<file path="src/design/tstxt_pkg.sv">
// ----------------------------------------------------------------------------
// tstxt_pkg
// Shared types, constants and helpers for the timestamp text to seconds block.
// ----------------------------------------------------------------------------
package tstxt_pkg;

    localparam logic [30:0] MAX_SECONDS = 31'h7FFF_FFFF;
    localparam logic [30:0] GROUP_LIMIT = 31'd60;
    localparam logic [11:0] UNIT_W_H    = 12'd3600;
    localparam logic [11:0] UNIT_W_M    = 12'd60;

    localparam int QDEPTH = 4;
    localparam int QPTR_W = $clog2(QDEPTH);
    localparam int QCNT_W = $clog2(QDEPTH + 1);

    typedef enum logic [2:0] {
        CLS_SPACE,
        CLS_DIGIT,
        CLS_COLON,
        CLS_UNIT_H,
        CLS_UNIT_M,
        CLS_UNIT_S,
        CLS_ALPHA,
        CLS_OTHER
    } char_class_t;

    typedef struct packed {
        char_class_t cls;
        logic [3:0]  digit;
        logic        last;
    } q_entry_t;

    // grammar state as it stands after the last character of a string
    typedef struct packed {
        logic        seen_content;
        logic        text_bad;
        logic        any_letter;
        logic        units_bad;
        logic [30:0] unit_number;
        logic [30:0] unit_total;
        logic        colon_bad;
        logic        colon_have_digit;
        logic [30:0] colon_part;
        logic [30:0] colon_total;
        logic [1:0]  colon_count;
    } fin_snap_t;

    // total * 60 + part
    function automatic logic [37:0] colon_fold(input logic [30:0] total,
                                               input logic [30:0] part);
        logic [37:0] t;
        t = {7'b0, total};
        return (t << 6) - (t << 2) + {7'b0, part};
    endfunction

endpackage

</file>
<file path="src/design/tstxt_front.sv">
// ----------------------------------------------------------------------------
// tstxt_front
// Classifies each incoming character and queues it for the grammar engine.
// ----------------------------------------------------------------------------
module tstxt_front
(
    input  logic               clk,
    input  logic               rst_n,
    input  logic               s_tvalid,
    output logic               s_tready,
    input  logic [7:0]         s_tdata,   // [7:0] character
    input  logic               s_tlast,   // last
    output logic               q_valid,
    output tstxt_pkg::q_entry_t q_entry,
    input  logic               q_ready
);
    import tstxt_pkg::*;

    localparam logic [7:0] CHR_TAB   = 8'h09;
    localparam logic [7:0] CHR_CR    = 8'h0D;
    localparam logic [7:0] CHR_SPACE = 8'h20;
    localparam logic [7:0] CHR_ZERO  = 8'h30;
    localparam logic [7:0] CHR_NINE  = 8'h39;
    localparam logic [7:0] CHR_COLON = 8'h3A;
    localparam logic [7:0] CHR_UC_A  = 8'h41;
    localparam logic [7:0] CHR_UC_Z  = 8'h5A;
    localparam logic [7:0] CHR_LC_A  = 8'h61;
    localparam logic [7:0] CHR_LC_Z  = 8'h7A;
    localparam logic [7:0] CHR_LC_H  = 8'h68;
    localparam logic [7:0] CHR_LC_M  = 8'h6D;
    localparam logic [7:0] CHR_LC_S  = 8'h73;
    localparam logic [7:0] CASE_BIT  = 8'h20;

    q_entry_t    q_mem_reg [QDEPTH];
    logic [QPTR_W-1:0] wr_ptr_reg, wr_ptr_next;
    logic [QPTR_W-1:0] rd_ptr_reg, rd_ptr_next;
    logic [QCNT_W-1:0] count_reg, count_next;

    q_entry_t    in_entry;
    logic [7:0]  lower;
    logic        push;
    logic        pop;

    // classify: fold upper case onto lower case for the unit letters
    always_comb
    begin
        lower          = s_tdata | CASE_BIT;
        in_entry.digit = s_tdata[3:0] - CHR_ZERO[3:0];
        in_entry.last  = s_tlast;
        if (s_tdata == CHR_SPACE || (s_tdata >= CHR_TAB && s_tdata <= CHR_CR))
            in_entry.cls = CLS_SPACE;
        else if (s_tdata >= CHR_ZERO && s_tdata <= CHR_NINE)
            in_entry.cls = CLS_DIGIT;
        else if (s_tdata == CHR_COLON)
            in_entry.cls = CLS_COLON;
        else if ((s_tdata >= CHR_UC_A && s_tdata <= CHR_UC_Z)
                 || (s_tdata >= CHR_LC_A && s_tdata <= CHR_LC_Z))
        begin
            if (lower == CHR_LC_H)
                in_entry.cls = CLS_UNIT_H;
            else if (lower == CHR_LC_M)
                in_entry.cls = CLS_UNIT_M;
            else if (lower == CHR_LC_S)
                in_entry.cls = CLS_UNIT_S;
            else
                in_entry.cls = CLS_ALPHA;
        end
        else
            in_entry.cls = CLS_OTHER;
    end

    assign s_tready = (count_reg != QCNT_W'(QDEPTH));
    assign q_valid  = (count_reg != '0);
    assign q_entry  = q_mem_reg[rd_ptr_reg];
    assign push     = s_tvalid && s_tready;
    assign pop      = q_valid && q_ready;

    always_comb
    begin
        wr_ptr_next = push ? wr_ptr_reg + 1'b1 : wr_ptr_reg;
        rd_ptr_next = pop ? rd_ptr_reg + 1'b1 : rd_ptr_reg;
        count_next  = count_reg;
        if (push && !pop)
            count_next = count_reg + 1'b1;
        else if (!push && pop)
            count_next = count_reg - 1'b1;
    end

    always_ff @(posedge clk or negedge rst_n)
    begin
        if (!rst_n)
        begin
            wr_ptr_reg <= '0;
            rd_ptr_reg <= '0;
            count_reg  <= '0;
        end
        else
        begin
            wr_ptr_reg <= wr_ptr_next;
            rd_ptr_reg <= rd_ptr_next;
            count_reg  <= count_next;
        end
    end

    always_ff @(posedge clk)
    begin
        if (push)
            q_mem_reg[wr_ptr_reg] <= in_entry;
    end

    a_count_bound: assert property (@(posedge clk) disable iff (!rst_n)
        count_reg <= QCNT_W'(QDEPTH))
        else $error("queue count beyond depth");

endmodule

</file>
<file path="src/design/tstxt_back.sv">
// ----------------------------------------------------------------------------
// tstxt_back
// Runs the unit grammar and the colon grammar side by side, one word a cycle; a last word waits for fin_ready.
// ----------------------------------------------------------------------------
module tstxt_back
(
    input  logic                 clk,
    input  logic                 rst_n,
    input  logic                 q_valid,
    input  tstxt_pkg::q_entry_t  q_entry,
    output logic                 q_ready,
    input  logic                 fin_ready,
    output logic                 fin_load,
    output tstxt_pkg::fin_snap_t fin_snap
);
    import tstxt_pkg::*;

    logic        seen_content_reg, seen_content_next;
    logic        space_after_reg, space_after_next;
    logic        text_bad_reg, text_bad_next;
    logic        any_letter_reg, any_letter_next;
    logic        units_bad_reg, units_bad_next;
    logic [30:0] unit_number_reg, unit_number_next;
    logic [36:0] unit_n60_reg, unit_n60_next;
    logic [42:0] unit_n3600_reg, unit_n3600_next;
    logic [30:0] unit_total_reg, unit_total_next;
    logic        unit_have_reg, unit_have_next;
    logic        colon_bad_reg, colon_bad_next;
    logic [30:0] colon_part_reg, colon_part_next;
    logic [30:0] colon_total_reg, colon_total_next;
    logic        colon_have_reg, colon_have_next;
    logic [1:0]  colon_count_reg, colon_count_next;

    logic        pop;
    logic [34:0] num_x10;
    logic [40:0] n60_x10;
    logic [46:0] n3600_x10;
    logic [34:0] part_x10;
    logic [42:0] unit_prod;
    logic [43:0] unit_sum;
    logic [37:0] fold;

    assign q_ready  = !q_entry.last || fin_ready;
    assign pop      = q_valid && q_ready;
    assign fin_load = pop && q_entry.last;

    // the scaled copies of the run let a unit letter cost one add
    always_comb
    begin
        num_x10   = ({4'b0, unit_number_reg} << 3) + ({4'b0, unit_number_reg} << 1)
                    + {31'b0, q_entry.digit};
        n60_x10   = ({4'b0, unit_n60_reg} << 3) + ({4'b0, unit_n60_reg} << 1)
                    + 41'(q_entry.digit) * 41'(UNIT_W_M);
        n3600_x10 = ({4'b0, unit_n3600_reg} << 3) + ({4'b0, unit_n3600_reg} << 1)
                    + 47'(q_entry.digit) * 47'(UNIT_W_H);
        part_x10  = ({4'b0, colon_part_reg} << 3) + ({4'b0, colon_part_reg} << 1)
                    + {31'b0, q_entry.digit};
        case (q_entry.cls)
            CLS_UNIT_H: unit_prod = unit_n3600_reg;
            CLS_UNIT_M: unit_prod = {6'b0, unit_n60_reg};
            default:    unit_prod = {12'b0, unit_number_reg};
        endcase
        unit_sum = {13'b0, unit_total_reg} + {1'b0, unit_prod};
        fold     = colon_fold(colon_total_reg, colon_part_reg);
    end

    always_comb
    begin
        seen_content_next = seen_content_reg;
        space_after_next  = space_after_reg;
        text_bad_next     = text_bad_reg;
        any_letter_next   = any_letter_reg;
        units_bad_next    = units_bad_reg;
        unit_number_next  = unit_number_reg;
        unit_n60_next     = unit_n60_reg;
        unit_n3600_next   = unit_n3600_reg;
        unit_total_next   = unit_total_reg;
        unit_have_next    = unit_have_reg;
        colon_bad_next    = colon_bad_reg;
        colon_part_next   = colon_part_reg;
        colon_total_next  = colon_total_reg;
        colon_have_next   = colon_have_reg;
        colon_count_next  = colon_count_reg;

        if (pop)
        begin
            if (q_entry.cls == CLS_SPACE)
            begin
                if (seen_content_reg)
                    space_after_next = 1'b1;
            end
            else
            begin
                if (space_after_reg)
                    text_bad_next = 1'b1;
                seen_content_next = 1'b1;
                if (q_entry.cls == CLS_UNIT_H || q_entry.cls == CLS_UNIT_M
                    || q_entry.cls == CLS_UNIT_S || q_entry.cls == CLS_ALPHA)
                    any_letter_next = 1'b1;

                if (!units_bad_reg)
                begin
                    case (q_entry.cls) inside
                        CLS_DIGIT:
                        begin
                            unit_number_next = num_x10[30:0];
                            unit_n60_next    = n60_x10[36:0];
                            unit_n3600_next  = n3600_x10[42:0];
                            unit_have_next   = 1'b1;
                            if (num_x10 > 35'(MAX_SECONDS))
                                units_bad_next = 1'b1;
                        end
                        CLS_UNIT_H, CLS_UNIT_M, CLS_UNIT_S:
                        begin
                            if (!unit_have_reg)
                                units_bad_next = 1'b1;
                            else
                            begin
                                unit_total_next  = unit_sum[30:0];
                                unit_number_next = '0;
                                unit_n60_next    = '0;
                                unit_n3600_next  = '0;
                                unit_have_next   = 1'b0;
                                if (unit_sum > 44'(MAX_SECONDS))
                                    units_bad_next = 1'b1;
                            end
                        end
                        default: units_bad_next = 1'b1;
                    endcase
                end

                if (!colon_bad_reg)
                begin
                    case (q_entry.cls)
                        CLS_COLON:
                        begin
                            if (!colon_have_reg)
                                colon_bad_next = 1'b1;
                            else
                            begin
                                if ((colon_count_reg != 2'd0 && colon_part_reg >= GROUP_LIMIT)
                                    || fold > 38'(MAX_SECONDS))
                                    colon_bad_next = 1'b1;
                                colon_total_next = fold[30:0];
                                if (colon_count_reg != 2'd3)
                                    colon_count_next = colon_count_reg + 2'd1;
                                if (colon_count_reg >= 2'd2)
                                    colon_bad_next = 1'b1;
                                colon_part_next = '0;
                                colon_have_next = 1'b0;
                            end
                        end
                        CLS_DIGIT:
                        begin
                            colon_part_next = part_x10[30:0];
                            colon_have_next = 1'b1;
                            if (part_x10 > 35'(MAX_SECONDS))
                                colon_bad_next = 1'b1;
                        end
                        default: colon_bad_next = 1'b1;
                    endcase
                end
            end
        end

        fin_snap.seen_content     = seen_content_next;
        fin_snap.text_bad         = text_bad_next;
        fin_snap.any_letter       = any_letter_next;
        fin_snap.units_bad        = units_bad_next;
        fin_snap.unit_number      = unit_number_next;
        fin_snap.unit_total       = unit_total_next;
        fin_snap.colon_bad        = colon_bad_next;
        fin_snap.colon_have_digit = colon_have_next;
        fin_snap.colon_part       = colon_part_next;
        fin_snap.colon_total      = colon_total_next;
        fin_snap.colon_count      = colon_count_next;

        // hand the string off and start clean for the next one
        if (fin_load)
        begin
            seen_content_next = 1'b0;
            space_after_next  = 1'b0;
            text_bad_next     = 1'b0;
            any_letter_next   = 1'b0;
            units_bad_next    = 1'b0;
            unit_number_next  = '0;
            unit_n60_next     = '0;
            unit_n3600_next   = '0;
            unit_total_next   = '0;
            unit_have_next    = 1'b0;
            colon_bad_next    = 1'b0;
            colon_part_next   = '0;
            colon_total_next  = '0;
            colon_have_next   = 1'b0;
            colon_count_next  = '0;
        end
    end

    always_ff @(posedge clk or negedge rst_n)
    begin
        if (!rst_n)
        begin
            seen_content_reg <= 1'b0;
            space_after_reg  <= 1'b0;
            text_bad_reg     <= 1'b0;
            any_letter_reg   <= 1'b0;
            units_bad_reg    <= 1'b0;
            unit_number_reg  <= '0;
            unit_n60_reg     <= '0;
            unit_n3600_reg   <= '0;
            unit_total_reg   <= '0;
            unit_have_reg    <= 1'b0;
            colon_bad_reg    <= 1'b0;
            colon_part_reg   <= '0;
            colon_total_reg  <= '0;
            colon_have_reg   <= 1'b0;
            colon_count_reg  <= '0;
        end
        else
        begin
            seen_content_reg <= seen_content_next;
            space_after_reg  <= space_after_next;
            text_bad_reg     <= text_bad_next;
            any_letter_reg   <= any_letter_next;
            units_bad_reg    <= units_bad_next;
            unit_number_reg  <= unit_number_next;
            unit_n60_reg     <= unit_n60_next;
            unit_n3600_reg   <= unit_n3600_next;
            unit_total_reg   <= unit_total_next;
            unit_have_reg    <= unit_have_next;
            colon_bad_reg    <= colon_bad_next;
            colon_part_reg   <= colon_part_next;
            colon_total_reg  <= colon_total_next;
            colon_have_reg   <= colon_have_next;
            colon_count_reg  <= colon_count_next;
        end
    end

    a_clear_after_last: assert property (@(posedge clk) disable iff (!rst_n)
        fin_load |=> !seen_content_reg && !colon_bad_reg && !units_bad_reg
                     && colon_count_reg == 2'd0)
        else $error("grammar state not cleared after last word");

    a_third_colon_bad: assert property (@(posedge clk) disable iff (!rst_n)
        colon_count_reg == 2'd3 |-> colon_bad_reg)
        else $error("third colon without colon grammar failure");

    a_units_bad_sticky: assert property (@(posedge clk) disable iff (!rst_n)
        units_bad_reg && !fin_load |=> units_bad_reg)
        else $error("unit grammar failure cleared inside a string");

endmodule

</file>
<file path="src/design/tstxt_finish.sv">
// ----------------------------------------------------------------------------
// tstxt_finish
// Closes out both grammars for a finished string and holds the result word.
// ----------------------------------------------------------------------------
module tstxt_finish
(
    input  logic                 clk,
    input  logic                 rst_n,
    input  logic                 fin_load,
    input  tstxt_pkg::fin_snap_t fin_snap,
    output logic                 fin_ready,
    output logic                 m_tvalid,
    input  logic                 m_tready,
    output logic [31:0]          m_tdata,   // [30:0] seconds, [31] zero
    output logic                 m_tuser    // valid_res
);
    import tstxt_pkg::*;

    logic        fin_valid_reg, fin_valid_next;
    fin_snap_t   snap_reg;
    logic        out_valid_reg, out_valid_next;
    logic [30:0] out_secs_reg;
    logic        out_ok_reg;

    logic        advance;
    logic [31:0] unit_sum;
    logic [37:0] fold;
    logic        units_bad;
    logic        colon_bad;
    logic        ok;
    logic [30:0] secs;

    assign advance   = fin_valid_reg && (!out_valid_reg || m_tready);
    assign fin_ready = !fin_valid_reg || advance;

    // a bare trailing run counts as seconds; the last colon group folds in
    always_comb
    begin
        unit_sum  = {1'b0, snap_reg.unit_total} + {1'b0, snap_reg.unit_number};
        fold      = colon_fold(snap_reg.colon_total, snap_reg.colon_part);
        units_bad = snap_reg.units_bad || unit_sum > 32'(MAX_SECONDS);
        colon_bad = snap_reg.colon_bad || !snap_reg.colon_have_digit
                    || (snap_reg.colon_count != 2'd0 && snap_reg.colon_part >= GROUP_LIMIT)
                    || fold > 38'(MAX_SECONDS);
        ok        = snap_reg.seen_content && !snap_reg.text_bad
                    && (snap_reg.any_letter ? !units_bad : !colon_bad);
        if (!ok)
            secs = '0;
        else if (snap_reg.any_letter)
            secs = unit_sum[30:0];
        else
            secs = fold[30:0];
    end

    always_comb
    begin
        fin_valid_next = fin_valid_reg;
        if (fin_load)
            fin_valid_next = 1'b1;
        else if (advance)
            fin_valid_next = 1'b0;
        out_valid_next = out_valid_reg;
        if (advance)
            out_valid_next = 1'b1;
        else if (m_tready)
            out_valid_next = 1'b0;
    end

    always_ff @(posedge clk or negedge rst_n)
    begin
        if (!rst_n)
        begin
            fin_valid_reg <= 1'b0;
            out_valid_reg <= 1'b0;
        end
        else
        begin
            fin_valid_reg <= fin_valid_next;
            out_valid_reg <= out_valid_next;
        end
    end

    always_ff @(posedge clk)
    begin
        if (fin_load)
            snap_reg <= fin_snap;
        if (advance)
        begin
            out_secs_reg <= secs;
            out_ok_reg   <= ok;
        end
    end

    assign m_tvalid = out_valid_reg;
    assign m_tdata  = {1'b0, out_secs_reg};
    assign m_tuser  = out_ok_reg;

    a_invalid_zero: assert property (@(posedge clk) disable iff (!rst_n)
        out_valid_reg && !out_ok_reg |-> out_secs_reg == '0)
        else $error("invalid result carries nonzero seconds");

endmodule

</file>
<file path="src/design/timestamp_text_to_seconds_top.sv">
// ----------------------------------------------------------------------------
// timestamp_text_to_seconds_top
// Parses a time-offset string, one character a word, into a seconds count.
// ----------------------------------------------------------------------------
// Throughput: one character word per cycle, with back-to-back strings, while m_tready does not hold results back.
// Path: the word with s_tlast passes the queue, then the grammar step into the finish snapshot
//   register, then the final fold into the result register that drives m_tvalid.
// A four-entry queue sits between the classifier and the grammar engine.
// Reset: rst_n clears the queue, the grammar state and the result valid.
// ----------------------------------------------------------------------------
module timestamp_text_to_seconds_top
(
    input  logic        clk,
    input  logic        rst_n,
    input  logic        s_tvalid,
    output logic        s_tready,
    input  logic [7:0]  s_tdata,   // [7:0] character
    input  logic        s_tlast,   // last
    output logic        m_tvalid,
    input  logic        m_tready,
    output logic [31:0] m_tdata,   // [30:0] seconds, [31] zero
    output logic        m_tuser    // valid_res
);
    import tstxt_pkg::*;

    logic      q_valid;
    q_entry_t  q_entry;
    logic      q_ready;
    logic      fin_ready;
    logic      fin_load;
    fin_snap_t fin_snap;

    tstxt_front u_front
    (
        .clk      (clk),
        .rst_n    (rst_n),
        .s_tvalid (s_tvalid),
        .s_tready (s_tready),
        .s_tdata  (s_tdata),
        .s_tlast  (s_tlast),
        .q_valid  (q_valid),
        .q_entry  (q_entry),
        .q_ready  (q_ready)
    );

    tstxt_back u_back
    (
        .clk       (clk),
        .rst_n     (rst_n),
        .q_valid   (q_valid),
        .q_entry   (q_entry),
        .q_ready   (q_ready),
        .fin_ready (fin_ready),
        .fin_load  (fin_load),
        .fin_snap  (fin_snap)
    );

    tstxt_finish u_finish
    (
        .clk       (clk),
        .rst_n     (rst_n),
        .fin_load  (fin_load),
        .fin_snap  (fin_snap),
        .fin_ready (fin_ready),
        .m_tvalid  (m_tvalid),
        .m_tready  (m_tready),
        .m_tdata   (m_tdata),
        .m_tuser   (m_tuser)
    );

endmodule
</file>
<file path="config.mk">
export PLATFORM = sky130hd
export DESIGN_NAME = timestamp_text_to_seconds_top
export DESIGN_NICKNAME = d
export VERILOG_FILES = /design/src/design/tstxt_pkg.sv /design/src/design/tstxt_front.sv /design/src/design/tstxt_back.sv /design/src/design/tstxt_finish.sv /design/src/design/timestamp_text_to_seconds_top.sv
export SDC_FILE = /design/constraint.sdc
export NUM_CORES = 1
export LEC_CHECK = 0
export ABC_AREA = 0
export BUFFER_PORTS_ARGS = -buffer_cell sky130_fd_sc_hd__buf_2
export CAP_MARGIN = 20
export CORE_UTILIZATION = 45
export CTS_CLUSTER_DIAMETER = 30
export DETAILED_ROUTE_END_ITERATION = 16
export PLACE_DENSITY = 0.68
export SYNTH_ARGS = -nofsm -noshare
export SYNTH_HDL_FRONTEND = slang
export SYNTH_HIERARCHICAL = 1
export SYNTH_SLANG_ARGS = --single-unit
</file>
<file path="constraint.sdc">
create_clock -name clk -period 17.1 [get_ports clk]
set_clock_uncertainty 0.05 [all_clocks]
set_input_delay 1.71 -clock clk [delete_from_list [all_inputs] [get_ports clk]]
set_output_delay 1.71 -clock clk [all_outputs]
set_load 0.005 [all_outputs]
</file>
# ---- Word level (Yosys, flattened, before mapping)
# Memories as Yosys holds them, arrays and structs flattened.
# Cells that the tools add are included.
dict set report word_totals {
  input_bits 13
  regBits 387
  wordCells 248
  ramBits 32
  output_inout_bits 35
  n_memories 1
}
# memory words width rd rd_clocked_by_memory_dff wr line_no
set mem_list {}
lappend mem_list {u_front.q_mem_reg 4 8 1 0 1 tstxt_front.sv:34} ;# q_entry_t q_mem_reg [QDEPTH];
dict set report classes {
  eq_ne 15
  muxes 109
  multipliers 2
  addsub 19
  n_reduce_logical 52
  order_cmp 17
}
# cell count
set ops {}
lappend ops {{$mux W31} 26}
lappend ops {{$mux W43} 7}
lappend ops {{$mux W37} 7}
lappend ops {{$pmux W43 S2} 1}
lappend ops {{$add A38 B31 Y38} 2}
lappend ops {{$gt A38 B31 Y1 const B} 2}
lappend ops {{$sub A37 B33 Y38} 2}
lappend ops {{$add A34 B32 Y35} 2}
lappend ops {{$add A35 B4 Y35} 2}
lappend ops {{$gt A35 B31 Y1 const B} 2}
lappend ops {{$ge A31 B6 Y1 const B} 2}
lappend ops {{$pmux W31 S2} 1}
lappend ops {{$mux W1} 49}
lappend ops {{$add A31 B43 Y44} 1}
lappend ops {{$gt A44 B31 Y1 const B} 1}
lappend ops {{$add A43 B16 Y43} 1}
lappend ops {{$add A43 B43 Y43} 1}
lappend ops {{$add A37 B10 Y37} 1}
lappend ops {{$add A37 B37 Y37} 1}
lappend ops {{$add A31 B31 Y32} 1}
lappend ops {{$gt A32 B31 Y1 const B} 1}
lappend ops {{$mux W3} 8}
lappend ops {{$eq A7 B6 Y1 const B} 3}
lappend ops {{$eq A8 B6 Y1 const B} 2}
lappend ops {{29 further kinds} 88}

# ---- Longest topological paths before layout
# An unclocked memory read counts as a cell.
dict set report depth {
  depth_word 13
  mapped_depth 26
  depth_no_buf 25
}

# ---- Hierarchy
# The synthesis kept the hierarchy.
# mod cells_each instances seq_area_each_um2 area_per_inst_um2
set by_module_without_submodules {}
lappend by_module_without_submodules {tstxt_back 2685 1 5180.0 22437.8}
lappend by_module_without_submodules {tstxt_finish 861 1 4974.8 9840.7}
lappend by_module_without_submodules {tstxt_front 106 1 1136.1 1783.0}

# ---- Worst setup path before layout
# OpenSTA, ideal clock, no wires.
dict set report synth_path {
  path_kind {register -> register}
  from {register u_front.rd_ptr_reg[0]}
  to {register u_back.unit_n60_reg[33]}
  slack_ns 10.840
  setup_time_ns 0.129
  required_ns 16.921
  path_stages_with_launch 26
  n_path_buf 1
  period_less_slack_ns 6.260
  arrival_ns 6.081
  cell_sequence {dfrtp_1 > buf_2 > mux4_2 > fa_1 > inv_1 > fa_1 > inv_1 > ha_1 > a21o_1 > a21oi_1 > o21bai_1 > a21oi_1 > xor2_1 > fa_1 > inv_1 > ha_1 > or4_1 > o21a_1 > a41o_1 > a211o_1 > a21o_1 > o211ai_2 > nand2b_1 > a21oi_1 > xor2_1 > o21ai_1}
}
# item line_no
set synth_rtl {}
lappend synth_rtl {{from (decl)} tstxt_front.sv:36} ;# logic [QPTR_W-1:0] rd_ptr_reg, rd_ptr_next;
lappend synth_rtl {{from (signal assigned)} tstxt_front.sv:100} ;# rd_ptr_reg <= rd_ptr_next;
lappend synth_rtl {{to (signal assigned)} tstxt_back.sv:227} ;# unit_n60_reg <= unit_n60_next;
lappend synth_rtl {{to (decl)} tstxt_back.sv:24} ;# logic [36:0] unit_n60_reg, unit_n60_next;

==> out/qor.csv <==
metric,value,unit
placed_area,35200,µm²
clkTransAtPathRegs,0.05,ns
hold_slack,0.433,ns
ios,48,
pwr-share-comb,61.2,%
cts_resized,0,
seqPwrFrac,18.3,%
drc,0,
synth_edf_count,196,
ys_ff_latch,412,
core,74700,µm²
p_int,4.66,mW
p_leak,18.5,nW
ys_top_cells_by_count,"ha_1 (417), nand2_1 (343), inv_1 (331), o21ai_0 (256), a21oi_1 (240)",
synth.most_common_cell,ha_1,
post-dp-hpwl,70800,µm
fill_cells,6748,
ctsHoldBuffers,0,
largest_reg_flops,132,
drive_gt1_share,8.50,%
period_needed,6.95,ns
cts_root_buf,clkbuf_16,
num_vias,27200,
synth_cells,3652,
cts_sinks,412,
htreeDepth,3,
port_buffers,46,
cts_setup_buffers,0,
cts_buffer_depth,3,
synth_ff_type,dfrtp_1,
synth_warnings,6,
total_power,8.85,mW
worstReg2RegStart,u_front/rd_ptr_reg[0]$_DFFE_PN0P_,
ys_seq_area_share,33.1,%
synth_cell_types,106,
fin_tns_setup,0,ns
max_slew_margin,22.3,%
crit_type,flip-flop to flip-flop,
power_density,230,nW/µm²
firstDrtPassIters,7,
routed_wl,92400,µm
grt_pass1_vias,26300,
fp.dieW,277,µm
gr-usage-met3,3.40,%
grt_pass1_wl,146000,µm
dieArea,76800,µm²
routed_via_density,5.73,
multi_input_area,21100,µm²
worst_slack,10.15,ns
ant_nets,0,
maxCapViolations,0,
yosys.area.top_type,edfxtp_1,
finish.utilization,51.5,%
required,17.54,ns
grt_max_degree,129,
p_clk_share,20.5,%
critPathMaxFanout,10,
clkLatencyLatePin,0.65,ns
rsz0062_at_grt,no,
grt_most_used_layer,met2,
fin_nets,4214,
critPathLaunch,u_front/rd_ptr_reg[0]$_DFFE_PN0P_,
min-delay-start,u_back/unit_n3600_reg[9]$_DFFE_PN0P_,
num_antenna_cells,0,
syn_nets,4160,
cts_made_buffers,94,
arrival,7.39,ns
cts_tree,yes,
final_area,38500,µm²
fmax,144,MHz
dp_slack,10.17,ns
ir_worst_vdd,0.000128,V
swShare,47.3,%
syn_to_final_growth,13.0,%
grt_overflow,0,
synthArstFlopShare,52.4,%
critPathCaptureType,flip-flop,
switchingPower,4.18,mW
finalMaxSlewViolations,0,
setup_violations,0,
first_iter_violations,2192,
routedWlPerCell,19.4,µm
hold_violations,0,
final-seq-area,11300,µm²
synth_area_per_cell,9.33,µm²
crit_path_start_kind,flip-flop,
hp-class,flip-flop to flip-flop,
ys_top_cells_by_area,"edfxtp_1 (17%), dfrtp_1 (16%), ha_1 (15%)",
track_usage,24.0,%
grtUsageMet1,35.3,%
use_met2,35.6,%
tightest_slew,1.17,ns
rows,100,
final_cells,4756,
antenna_found_initial,1,
gp_congestion,0.934,
die_h,277,µm
synth_area,34100,µm²
period_share,40.6,%
synth.top_cell.area_share,17.3,%
place_inst,4579,
start_util,45.6,%
status,finished clean,
## power groups by stage
stage	Combinational [mW]	Sequential [mW]	Clock [mW]
after global routing	6.00	1.64	1.89
after global placement	5.31	1.62	0
after detailed placement	5.33	1.63	0
after floorplan	4.05	1.52	0
final	5.42	1.62	1.81
after CTS	5.37	1.61	1.84
## worst max-delay path, stage by stage (launching register included)
cell,delay (ns)
dfrtp_1,0.71
mux4_2,0.72
fa_1,0.64
inv_1,0.07
fa_1,0.52
inv_1,0.06
ha_1,0.26
a21o_1,0.15
a21oi_1,0.21
o21bai_1,0.09
a21oi_1,0.18
xor2_1,0.10
fa_1,0.49
inv_1,0.04
ha_1,0.24
or4_1,0.47
o21a_1,0.24
a41o_1,0.31
a211o_1,0.32
a21o_1,0.21
o211ai_2,0.20
a21oi_1,0.11
a21oi_1,0.18
xnor2_1,0.14
o21ai_1,0.07
## area by class of cell
type	count	share of cell area (%)
clock buffers	103	6.31
flip-flops and latches	412	29.3
repair buffers	63	0.988
inverters	333	3.26
multi-input cells	2802	54.9
clock inverters	74	2.10
well taps	969	3.15
## layout by cell type (no fill, tap or decap), types with 44 or more instances in the layout
master / count
nand3_1: 62
inv_1: 331
dfrtp_1: 216
buf_2: 45
a21oi_1: 239
edfxtp_1: 196
nand2b_1: 44
a21o_1: 128
xnor2_1: 133
ha_1: 417
nor2_1: 172
and2_1: 150
fa_1: 78
nand2_1: 342
o21ai_0: 255
clkbuf_16: 95
xor2_1: 104
## per-layer routing
metal / vias to the layer above / wire length, µm
met4: 0 / 2880
met3: 142 / 6300
met2: 833 / 39000
met1: 13000 / 44200
met5: - / 0
li1: 13300 / -
## path summary, 6_finish.rpt
path	slack (ns)	cells after the start	to
min in group asynchronous	0.99	1	u_back/colon_total_reg[26]$_DFF_PN0_
min reg2reg	0.43	2	u_back/unit_n3600_reg[9]$_DFFE_PN0P_
min	0.43	2	u_back/unit_n3600_reg[9]$_DFFE_PN0P_
max	10.15	24	u_back/unit_n60_reg[35]$_DFFE_PN0P_
max reg2reg	10.15	24	u_back/unit_n60_reg[35]$_DFFE_PN0P_
max in group asynchronous	14.79	2	u_back/unit_n60_reg[27]$_DFFE_PN0P_
## kinds of logic after synthesis
| family | count (synthesis) | share of synthesized area (%) |
|---|---|---|
| buf+inv | 438 | 4.94 |
| other cells | 1 | 0.0110 |
| flops | 412 | 33.1 |
| simple gates | 994 | 14.6 |
| fa+ha+maj | 495 | 19.9 |
| compound gates | 1041 | 20.0 |
| mux | 34 | 1.36 |
| xor+xnor | 237 | 6.09 |
(Power assumes the default switching activity.)
